## src/multi_led_blink_sequencer_assert.svh

```systemverilog
// ---------------------------------------------------------------------------
// Multi-LED blink sequencer assertion macros
// Short forms for the concurrent checks used in the sequencer.
// ---------------------------------------------------------------------------
`ifndef MULTI_LED_BLINK_SEQUENCER_ASSERT_SVH
`define MULTI_LED_BLINK_SEQUENCER_ASSERT_SVH

// Same-cycle implication, disabled during reset.
`define MLBS_ASSERT_NOW(label, clk, rst, ante, cons) \
  label: assert property (@(posedge clk) disable iff (rst) (ante) |-> (cons)) \
    else $error("sequencer check failed");

// Next-cycle implication, disabled during reset.
`define MLBS_ASSERT_NEXT(label, clk, rst, ante, cons) \
  label: assert property (@(posedge clk) disable iff (rst) (ante) |=> (cons)) \
    else $error("sequencer check failed");

`endif

```

## src/mlbs_pkg.sv

```systemverilog
// ---------------------------------------------------------------------------
// Multi-LED blink sequencer package
// Shared types, command and phase codes, and constants of the sequencer.
// ---------------------------------------------------------------------------
package mlbs_pkg;

  localparam int CHANNELS_DEF = 8;
  localparam int TICK_MS_DEF  = 10;

  localparam logic [12:0] LIMIT_MAX     = 13'd8191;
  localparam logic [15:0] PRESET_MS     = 16'd10000;
  localparam logic [15:0] PRESET_CYCLES = 16'd100;

  typedef enum logic [2:0] {
    CMD_TICK  = 3'd0,
    CMD_START = 3'd1,
    CMD_STOP  = 3'd2,
    CMD_CONT  = 3'd3,
    CMD_ON    = 3'd4,
    CMD_OFF   = 3'd5
  } cmd_t;

  typedef enum logic [2:0] {
    PH_STOP      = 3'd0,
    PH_STOP_WAIT = 3'd1,
    PH_ON        = 3'd2,
    PH_ON_WAIT   = 3'd3,
    PH_OFF       = 3'd4,
    PH_OFF_WAIT  = 3'd5
  } phase_t;

  typedef enum logic [2:0] {
    ST_IDLE,
    ST_CMD_MUL,
    ST_CMD_WR,
    ST_TICK,
    ST_DONE
  } state_t;

  typedef struct packed {
    phase_t      phase;
    phase_t      saved_phase;
    logic [12:0] on_limit;
    logic [12:0] off_limit;
    logic [15:0] cycle_limit;
    logic [13:0] on_counter;
    logic [13:0] off_counter;
    logic [15:0] cycle_counter;
  } chan_rec_t;

  localparam chan_rec_t RESET_REC = '{
    phase:         PH_STOP,
    saved_phase:   PH_STOP_WAIT,
    on_limit:      13'd0,
    off_limit:     13'd0,
    cycle_limit:   16'd0,
    on_counter:    14'd0,
    off_counter:   14'd0,
    cycle_counter: 16'd0
  };

  function automatic logic is_stopped(input phase_t ph);
    return (ph == PH_STOP) || (ph == PH_STOP_WAIT);
  endfunction

endpackage

```

## src/mlbs_ram.sv

```systemverilog
// ---------------------------------------------------------------------------
// Generic single-port-write RAM
// One write port and one read port; read data is registered.
// ---------------------------------------------------------------------------
module mlbs_ram #(
  parameter int WIDTH = 8,
  parameter int DEPTH = 8,
  localparam int AW = (DEPTH > 1) ? $clog2(DEPTH) : 1
) (
  input  logic             clk,
  input  logic             we,
  input  logic [AW-1:0]    waddr,
  input  logic [WIDTH-1:0] wdata,
  input  logic [AW-1:0]    raddr,
  output logic [WIDTH-1:0] rdata
);

  logic [WIDTH-1:0] mem [DEPTH];

  always_ff @(posedge clk) begin
    if (we) begin
      mem[waddr] <= wdata;
    end
    rdata <= mem[raddr];
  end

endmodule

```

## src/mlbs_ms_to_ticks.sv

```systemverilog
// ---------------------------------------------------------------------------
// Millisecond to tick converter
// Divides a 16-bit time by the tick period through a registered reciprocal
// multiply, then saturates the quotient to the 13-bit limit range.
// ---------------------------------------------------------------------------
module mlbs_ms_to_ticks #(
  parameter int TICK_MS = mlbs_pkg::TICK_MS_DEF
) (
  input  logic        clk,
  input  logic [15:0] ms,
  output logic [12:0] ticks
);

  import mlbs_pkg::*;

  localparam int SHIFT = 16 + $clog2(TICK_MS);
  localparam int RECIP = (2 ** SHIFT) / TICK_MS + 1;
  localparam int PW    = SHIFT + 16;

  logic [PW-1:0] prod;
  logic [15:0]   quot;

  always_ff @(posedge clk) begin
    prod <= PW'(ms) * PW'(RECIP);
  end

  assign quot  = prod[SHIFT +: 16];
  assign ticks = (quot[15:13] != 3'd0) ? LIMIT_MAX : quot[12:0];

endmodule

```

## src/mlbs_chan_update.sv

```systemverilog
// ---------------------------------------------------------------------------
// Channel record update
// Computes the new record and pin level of one channel for a command.
// ---------------------------------------------------------------------------
module mlbs_chan_update (
  input  logic [2:0]          cmd,
  input  mlbs_pkg::chan_rec_t rec_in,
  input  logic                pin_in,
  input  logic [12:0]         on_ticks,
  input  logic [12:0]         off_ticks,
  input  logic [15:0]         total,
  output mlbs_pkg::chan_rec_t rec_out,
  output logic                pin_out
);

  import mlbs_pkg::*;

  logic [13:0] on_inc;
  logic [13:0] off_inc;
  logic [15:0] cyc_inc;

  assign on_inc  = rec_in.on_counter + 14'd1;
  assign off_inc = rec_in.off_counter + 14'd1;
  assign cyc_inc = rec_in.cycle_counter + 16'd1;

  always_comb begin
    rec_out = rec_in;
    pin_out = pin_in;
    case (cmd)
      CMD_TICK: begin
        case (rec_in.phase)
          PH_STOP: begin
            pin_out       = 1'b0;
            rec_out.phase = PH_STOP_WAIT;
          end
          PH_ON: begin
            if (rec_in.on_limit == 13'd0) begin
              rec_out.phase = PH_OFF;
            end else begin
              pin_out       = 1'b1;
              rec_out.phase = PH_ON_WAIT;
            end
          end
          PH_ON_WAIT: begin
            if (on_inc > {1'b0, rec_in.on_limit}) begin
              rec_out.on_counter = 14'd0;
              rec_out.phase      = PH_OFF;
            end else begin
              rec_out.on_counter = on_inc;
            end
          end
          PH_OFF: begin
            if (rec_in.off_limit == 13'd0) begin
              rec_out.phase = PH_ON;
            end else begin
              pin_out       = 1'b0;
              rec_out.phase = PH_OFF_WAIT;
            end
          end
          PH_OFF_WAIT: begin
            if (off_inc > {1'b0, rec_in.off_limit}) begin
              rec_out.off_counter = 14'd0;
              rec_out.phase       = PH_ON;
              if (rec_in.cycle_limit != 16'd0) begin
                if (cyc_inc >= rec_in.cycle_limit) begin
                  rec_out.cycle_counter = 16'd0;
                  rec_out.phase         = PH_STOP;
                end else begin
                  rec_out.cycle_counter = cyc_inc;
                end
              end
            end else begin
              rec_out.off_counter = off_inc;
            end
          end
          default: begin
          end
        endcase
      end
      CMD_START, CMD_ON, CMD_OFF: begin
        rec_out.on_limit      = on_ticks;
        rec_out.off_limit     = off_ticks;
        rec_out.cycle_limit   = total;
        rec_out.on_counter    = 14'd0;
        rec_out.off_counter   = 14'd0;
        rec_out.cycle_counter = 16'd0;
        rec_out.phase         = PH_ON;
      end
      CMD_STOP: begin
        rec_out.saved_phase = rec_in.phase;
        rec_out.phase       = PH_STOP;
      end
      CMD_CONT: begin
        rec_out.phase = rec_in.saved_phase;
      end
      default: begin
      end
    endcase
  end

endmodule

```

## src/multi_led_blink_sequencer.sv

```systemverilog
// ---------------------------------------------------------------------------
// Multi-LED blink sequencer
// Per-channel six-phase blink machines kept in one channel record RAM.
//
//   Channel   Signals                              Flow control
//   command   start, busy, command..toggle_total   beat taken on start & !busy
//   result    done, led_levels, stopped_mask       one-cycle strobe, no stall
//   config    cfg_valid, cfg_ready, cfg_data       beat on cfg_valid & cfg_ready
//
// A tick walks min(channels_in_use, CHANNELS) channels, one per cycle, for the
// record RAM read-modify-write. Start, stop, continue and preset commands with
// a valid index go through ST_CMD_MUL and ST_CMD_WR; other beats skip to
// ST_DONE. The result strobe comes in the last busy cycle. Reset is synchronous
// and needs no clearing pass: valid bits mark channel records never written.
// ---------------------------------------------------------------------------
module multi_led_blink_sequencer #(
  parameter int CHANNELS = mlbs_pkg::CHANNELS_DEF,
  parameter int TICK_MS  = mlbs_pkg::TICK_MS_DEF
) (
  input  logic        clk,
  input  logic        rst,
  input  logic        start,
  output logic        busy,
  input  logic [2:0]  command,
  input  logic [2:0]  led_index,
  input  logic [15:0] on_ms,
  input  logic [15:0] off_ms,
  input  logic [15:0] toggle_total,
  output logic        done,
  output logic [7:0]  led_levels,
  output logic [7:0]  stopped_mask,
  input  logic        cfg_valid,
  output logic        cfg_ready,
  input  logic [3:0]  cfg_data
);

  import mlbs_pkg::*;

  `include "multi_led_blink_sequencer_assert.svh"

  localparam int IW = (CHANNELS > 1) ? $clog2(CHANNELS) : 1;
  localparam int NW = ($clog2(CHANNELS + 1) > 4) ? $clog2(CHANNELS + 1) : 4;
  localparam int RW = $bits(chan_rec_t);

  state_t         state;
  state_t         state_next;
  logic [3:0]     channels_in_use;
  logic [NW-1:0]  tick_n;
  logic [2:0]     cmd_q;
  logic [IW-1:0]  idx_q;
  logic [15:0]    on_ms_q;
  logic [15:0]    off_ms_q;
  logic [15:0]    total_q;
  logic [IW-1:0]  chan;
  logic           last;
  logic           accept;
  logic           idx_ok;
  logic           is_load;
  logic [IW-1:0]  raddr;
  logic [IW-1:0]  rd_addr_q;
  logic [RW-1:0]  rdata;
  chan_rec_t      rec_in;
  chan_rec_t      rec_out;
  logic [IW-1:0]  upd_chan;
  logic           we;
  logic           pin_out;
  logic [12:0]    on_ticks;
  logic [12:0]    off_ticks;
  logic [CHANNELS-1:0] valid;
  logic [CHANNELS-1:0] pin_vec;
  logic [CHANNELS-1:0] stop_vec;

  assign cfg_ready = 1'b1;
  assign accept    = start && !busy;
  assign tick_n    = (NW'(channels_in_use) > NW'(CHANNELS)) ? NW'(CHANNELS)
                                                            : NW'(channels_in_use);
  assign idx_ok    = {29'd0, led_index} < 32'(CHANNELS);
  assign is_load   = (command == CMD_START) || (command == CMD_STOP) ||
                     (command == CMD_CONT) || (command == CMD_ON) || (command == CMD_OFF);
  assign last      = (NW'(chan) + NW'(1)) == tick_n;
  assign upd_chan  = (state == ST_TICK) ? chan : idx_q;
  assign we        = (state == ST_TICK) || (state == ST_CMD_WR);
  assign rec_in    = valid[rd_addr_q] ? chan_rec_t'(rdata) : RESET_REC;

  always_ff @(posedge clk) begin
    if (rst) begin
      state <= ST_IDLE;
    end else begin
      state <= state_next;
    end
  end

  always_comb begin
    state_next = state;
    busy       = 1'b1;
    done       = 1'b0;
    raddr      = idx_q;
    case (state)
      ST_IDLE: begin
        busy  = 1'b0;
        raddr = (command == CMD_TICK) ? '0 : IW'(led_index);
        if (accept) begin
          if (command == CMD_TICK) begin
            state_next = (tick_n == '0) ? ST_DONE : ST_TICK;
          end else if (idx_ok && is_load) begin
            state_next = ST_CMD_MUL;
          end else begin
            state_next = ST_DONE;
          end
        end
      end
      ST_CMD_MUL: begin
        state_next = ST_CMD_WR;
      end
      ST_CMD_WR: begin
        state_next = ST_DONE;
      end
      ST_TICK: begin
        raddr = chan + IW'(1);
        if (last) begin
          state_next = ST_DONE;
        end
      end
      ST_DONE: begin
        done       = 1'b1;
        state_next = ST_IDLE;
      end
      default: begin
        state_next = ST_IDLE;
      end
    endcase
  end

  always_ff @(posedge clk) begin
    if (rst) begin
      channels_in_use <= 4'd0;
    end else if (cfg_valid && cfg_ready) begin
      channels_in_use <= cfg_data;
    end
  end

  always_ff @(posedge clk) begin
    rd_addr_q <= raddr;
    if (accept) begin
      cmd_q    <= command;
      idx_q    <= IW'(led_index);
      on_ms_q  <= (command == CMD_ON) ? PRESET_MS :
                  (command == CMD_OFF) ? 16'd0 : on_ms;
      off_ms_q <= (command == CMD_OFF) ? PRESET_MS :
                  (command == CMD_ON) ? 16'd0 : off_ms;
      total_q  <= ((command == CMD_ON) || (command == CMD_OFF)) ? PRESET_CYCLES
                                                                : toggle_total;
    end
  end

  always_ff @(posedge clk) begin
    if (rst) begin
      chan     <= '0;
      valid    <= '0;
      pin_vec  <= '0;
      stop_vec <= '1;
    end else begin
      if (accept) begin
        chan <= '0;
      end else if ((state == ST_TICK) && !last) begin
        chan <= chan + IW'(1);
      end
      if (we) begin
        valid[upd_chan]    <= 1'b1;
        pin_vec[upd_chan]  <= pin_out;
        stop_vec[upd_chan] <= is_stopped(rec_out.phase);
      end
    end
  end

  mlbs_ram #(
    .WIDTH (RW),
    .DEPTH (CHANNELS)
  ) u_rec_ram (
    .clk   (clk),
    .we    (we),
    .waddr (upd_chan),
    .wdata (rec_out),
    .raddr (raddr),
    .rdata (rdata)
  );

  mlbs_ms_to_ticks #(
    .TICK_MS (TICK_MS)
  ) u_on_conv (
    .clk   (clk),
    .ms    (on_ms_q),
    .ticks (on_ticks)
  );

  mlbs_ms_to_ticks #(
    .TICK_MS (TICK_MS)
  ) u_off_conv (
    .clk   (clk),
    .ms    (off_ms_q),
    .ticks (off_ticks)
  );

  mlbs_chan_update u_update (
    .cmd       (cmd_q),
    .rec_in    (rec_in),
    .pin_in    (pin_vec[upd_chan]),
    .on_ticks  (on_ticks),
    .off_ticks (off_ticks),
    .total     (total_q),
    .rec_out   (rec_out),
    .pin_out   (pin_out)
  );

  for (genvar i = 0; i < 8; i++) begin : g_out
    if (i < CHANNELS) begin : g_used
      assign led_levels[i]   = pin_vec[i];
      assign stopped_mask[i] = stop_vec[i];
    end else begin : g_unused
      assign led_levels[i]   = 1'b0;
      assign stopped_mask[i] = 1'b0;
    end
  end

  `MLBS_ASSERT_NEXT(a_done_single, clk, rst, done, !done)
  `MLBS_ASSERT_NEXT(a_accept_busy, clk, rst, accept, busy)
  `MLBS_ASSERT_NOW(a_write_busy, clk, rst, we, busy)
  `MLBS_ASSERT_NOW(a_chan_range, clk, rst, state == ST_TICK, NW'(chan) < tick_n)

endmodule
```

## config.mk

```make
export PLATFORM = sky130hd
export DESIGN_NAME = multi_led_blink_sequencer
export DESIGN_NICKNAME = d
export VERILOG_FILES = /design/src/mlbs_pkg.sv /design/src/mlbs_ram.sv /design/src/mlbs_ms_to_ticks.sv /design/src/mlbs_chan_update.sv /design/src/multi_led_blink_sequencer.sv
export VERILOG_INCLUDE_DIRS = /design/src /design/src/src
export SDC_FILE = /design/constraint.sdc
export NUM_CORES = 2
export LEC_CHECK = 0
export BUFFER_PORTS_ARGS = -buffer_cell sky130_fd_sc_hd__buf_2
export CORE_ASPECT_RATIO = 0.7
export CORE_UTILIZATION = 50
export DETAILED_ROUTE_END_ITERATION = 12
export PLACE_DENSITY = 0.71
export SYNTH_ARGS = -nofsm -noshare
export SYNTH_HDL_FRONTEND = slang
export SYNTH_SLANG_ARGS = --single-unit
```

## constraint.sdc

```tcl
create_clock -name clk -period 6.2 [get_ports clk]
set_clock_uncertainty 0.05 [all_clocks]
set_input_delay 1.24 -clock clk [delete_from_list [all_inputs] [get_ports clk]]
set_output_delay 1.24 -clock clk [all_outputs]
set_load 0.02 [all_outputs]
```

==> summary.md <==
| Metric | Value |
|---|---|
| Largest net degree at the start of global routing | `between 150 and 200` |
| Count of final setup violators | `0` |
| Post-route DRC | `0` |
| Initial Utilization | `50.76%` |
| Syn avg cell area | `between 10 and 15 µm²` |
| Most frequent cell after synthesis | `nand2_1` |
| I/O Buffers | `79` |
| Reg2reg start | `off_ms_q[6]` |
| Post-CTS sizing | `0` |
| Max-cap violation count | `0` |
| WHS Path Cells | `2` |
| Chip Width | `approximately 370 µm` |
| I/O pins | `81` |
| Max stage delay cell, worst path | `fa_1` |
| CP Launch Type | `register` |
| Setup Buffers After CTS | `0` |
| CP max stage delay | `a little over 0.5 ns` |
| RSZ-0062 raised after global routing | `no` |
| Post-synth EDFFs | `790` |
| Largest vdd supply drop | `0.4670 mV` |
| Synth Net Count | `about 4700` |
| Reg2Reg Setup Slack | `0.35 ns` |
| Critical R2R Capture | `u_off_conv.prod[32]` |
| CTS tree | `built` |
| CP arrival | `6.34 ns` |
| Crit. End Element | `register` |
| Register area share after synthesis | `between 50% and 60%` |
| Final Critical Period | `5.854 ns` |
| Final wirelength | `107400 µm` |
| Clock buffer count from CTS | `a little over 90` |
| Cts hold-fix bufs | `0` |
| Post-synthesis cell type count | `77` |
| Post-DRT Antenna Nets | `0` |
| Synth Warn # | `0` |
| Root buf cell | `clkbuf_16` |
| Worst min-delay path class | `register to register` |
| Critical path cell sequence | `ha_1, fa_1, inv_1, fa_1, fa_1, fa_1, inv_1, fa_1, ha_1, a21o_1, a21o_1, a21o_1, o311ai_4, o31ai_2, o41a_1, a211oi_2, o21bai_1, xnor2_1` |
| Worst Reg2Reg Path Length in Cells | `18` |
| Hold Startpoint | `valid[7]` |
| H-tree Lvls | `3` |
| Drt pass-1 iters | `5` |
| Dpl cells | `~5300` |
| Sink Count | `945` |
| Worst-path clk slew | `around 0.060 ns` |
| Main synth FF type | `edfxtp_1` |
| Die Y | `~260 µm` |
| Initial DRC count | `~2600` |
| Crit path max fanout | `5` |
| Crit path kind | `register to register` |
| Fillers | `between 7000 and 8000` |
| Gpl congestion | `roughly 0.9` |
| Deepest clock path buffer count | `3` |
| Vias per cell | `about 5.5` |
| Fin crit share | `94.43%` |
| HPWL Detailed | `~66000 µm` |
| Nets | `about 4700` |
| Mapped Area | `46890 µm²` |
| First-pass GRT wire length | `between 150000 and 200000 µm` |
| Setup TNS | `0 ns` |
| Finished Layout Cells | `between 5000 and 6000` |
| Post-Syn Instances | `~4200` |
| CORE AREA | `92390 µm²` |
| Pwr per Cell Area | `between 400 and 500 nW/µm²` |
| Initial antenna violation count | `1` |
| Final Max Tran Viols | `0` |
| Top cells by count, synth | `nand2_1, edfxtp_1, nand3_1, inv_1, ha_1` |
| FP Rows | `between 90 and 100` |
| Tightest Pin Transition | `1.218 ns` |
| Leakage | `20.68 nW` |
| Layout area overhead | `10.32%` |
| Top cell type's share of synthesized area | `between 50% and 60%` |
| Worst path most repeated cell | `fa_1` |
| Synth area leaders | `edfxtp_1, ha_1, nand2_1, fa_1, dfxtp_1` |
| Vias in the first global route | `slightly below 30000` |
| Final Hold Fails | `0` |
| Hold Path Sink | `valid[7]` |
| DR vias | `30070` |
| Area of the die | `95040 µm²` |
| DR WL/cell | `19.53 µm` |
| Outcome | `finished clean` |
| Share of cells above drive strength 1 | `~7.4%` |
| Total GRT Usage | `between 20 and 25%` |
| Post-synth top area cell | `edfxtp_1` |
| Remaining Overflow, GRT | `0` |
| Fmax | `170.8 MHz` |
| Synth async-reset ratio | `0%` |
| Critical Path RT | `6.69 ns` |
| Clk_lat worst skew | `between 0.6 and 0.7 ns` |
| Post-synthesis register bit count | `around 950` |
| Slew margin rel. | `~18%` |
-- cell families after synthesis --
logic type | share of synthesized area (%)
flip-flops | 57.21
AND/OR/NAND/NOR | 16.52
AO/OA/AOI/OAI | 5.048
other | 0.007997
XOR/XNOR | 1.233
multiplexers | 0.6590
adder cells (fa/ha/maj) | 15.11
buffers and inverters | 4.224
-- area by class of cell --
class / instances / area [µm²] / share of cell area (%)
sequential: 945 / 26830 / 51.85
multi-input combinational: 2708 / 18140 / 35.06
clock buffer: 114 / 2455 / 4.745
tap: 1235 / 1545 / 2.987
inverter: 318 / 1226 / 2.370
timing repair buffer: 120 / 790.8 / 1.528
clock inverter: 58 / 750.7 / 1.451
antenna: 2 / 5.005 / 0.009674
-- metrics by stage --
stage	hold WS (ns)	power (mW)	setup WS, ns	utilization [%]	area [µm²]
2_1_floorplan	0.3848	13.98	0.7317	-	46890
3_3_place_gp	0.3990	15.91	0.4429	52.52	48520
3_5_place_dp	0.4083	16.10	0.3342	52.52	48520
4_1_cts	0.4231	22.03	0.3354	55.99	51730
5_1_grt	0.4565	23.48	0.04216	55.99	51730
6_report	0.4178	21.93	0.3457	56.00	51730
-- flip-flops by register name, indices dropped and copies added, names as in the netlist --
register,count
channels_in_use,4
cmd_q,3
total_q,16
on_ms_q,16
state,3
stopped_mask,8
led_levels,8
idx_q,3
valid,8
chan,3
u_on_conv.prod,13
u_rec_ram.mem,736
off_ms_q,16
rd_addr_q,3
u_off_conv.prod,13
u_rec_ram.rdata,92
-- worst max-delay path, delay by kind of cell (launching register included) --
kind / cells / cell delay (ns)
fa+ha+maj: 7 / 3.12
buf+inv: 2 / 0.10
xor+xnor: 1 / 0.12
flops: 1 / 0.49
compound gates: 8 / 1.87
-- cells in the final DEF, fill, tap and decap left out, types with 67 or more instances in the layout --
cell type,count
dfxtp_1,155
inv_1,308
nor2_1,112
nand2_1,988
buf_2,79
a21oi_1,67
ha_1,307
clkbuf_16,92
o21ai_0,120
nand3_1,504
fa_1,162
edfxtp_1,790
-- power breakdown --
part	internal [mW]	switching [mW]	leakage (nW)
registers	7.39	0.293	8.23
clock network	3.39	2.49	1.55
logic	3.48	4.88	10.9
total	14.3	7.66	20.7
-- how the worst max path moves through the flow --
stage          cells after the start  slack [ns]         from                  end
6_report                          18        0.35  off_ms_q[6]  u_off_conv.prod[32]
5_1_grt                           18        0.04   on_ms_q[8]   u_on_conv.prod[32]
4_1_cts                           18        0.34  off_ms_q[2]  u_off_conv.prod[30]
3_5_place_dp                      18        0.33  off_ms_q[2]  u_off_conv.prod[32]
3_3_place_gp                      18        0.44  off_ms_q[6]  u_off_conv.prod[32]
2_1_floorplan                     18        0.73  off_ms_q[2]  u_off_conv.prod[32]
-- routing by layer --
layer	vias up	global-route usage, %	share of wire (%)
li1	14430	-	-
met1	14590	33.29	46
met2	925	34.98	45
met3	128	3.602	6.5
met4	0	5.648	2.0
met5	-	0	0
(Power assumes the default switching activity.)
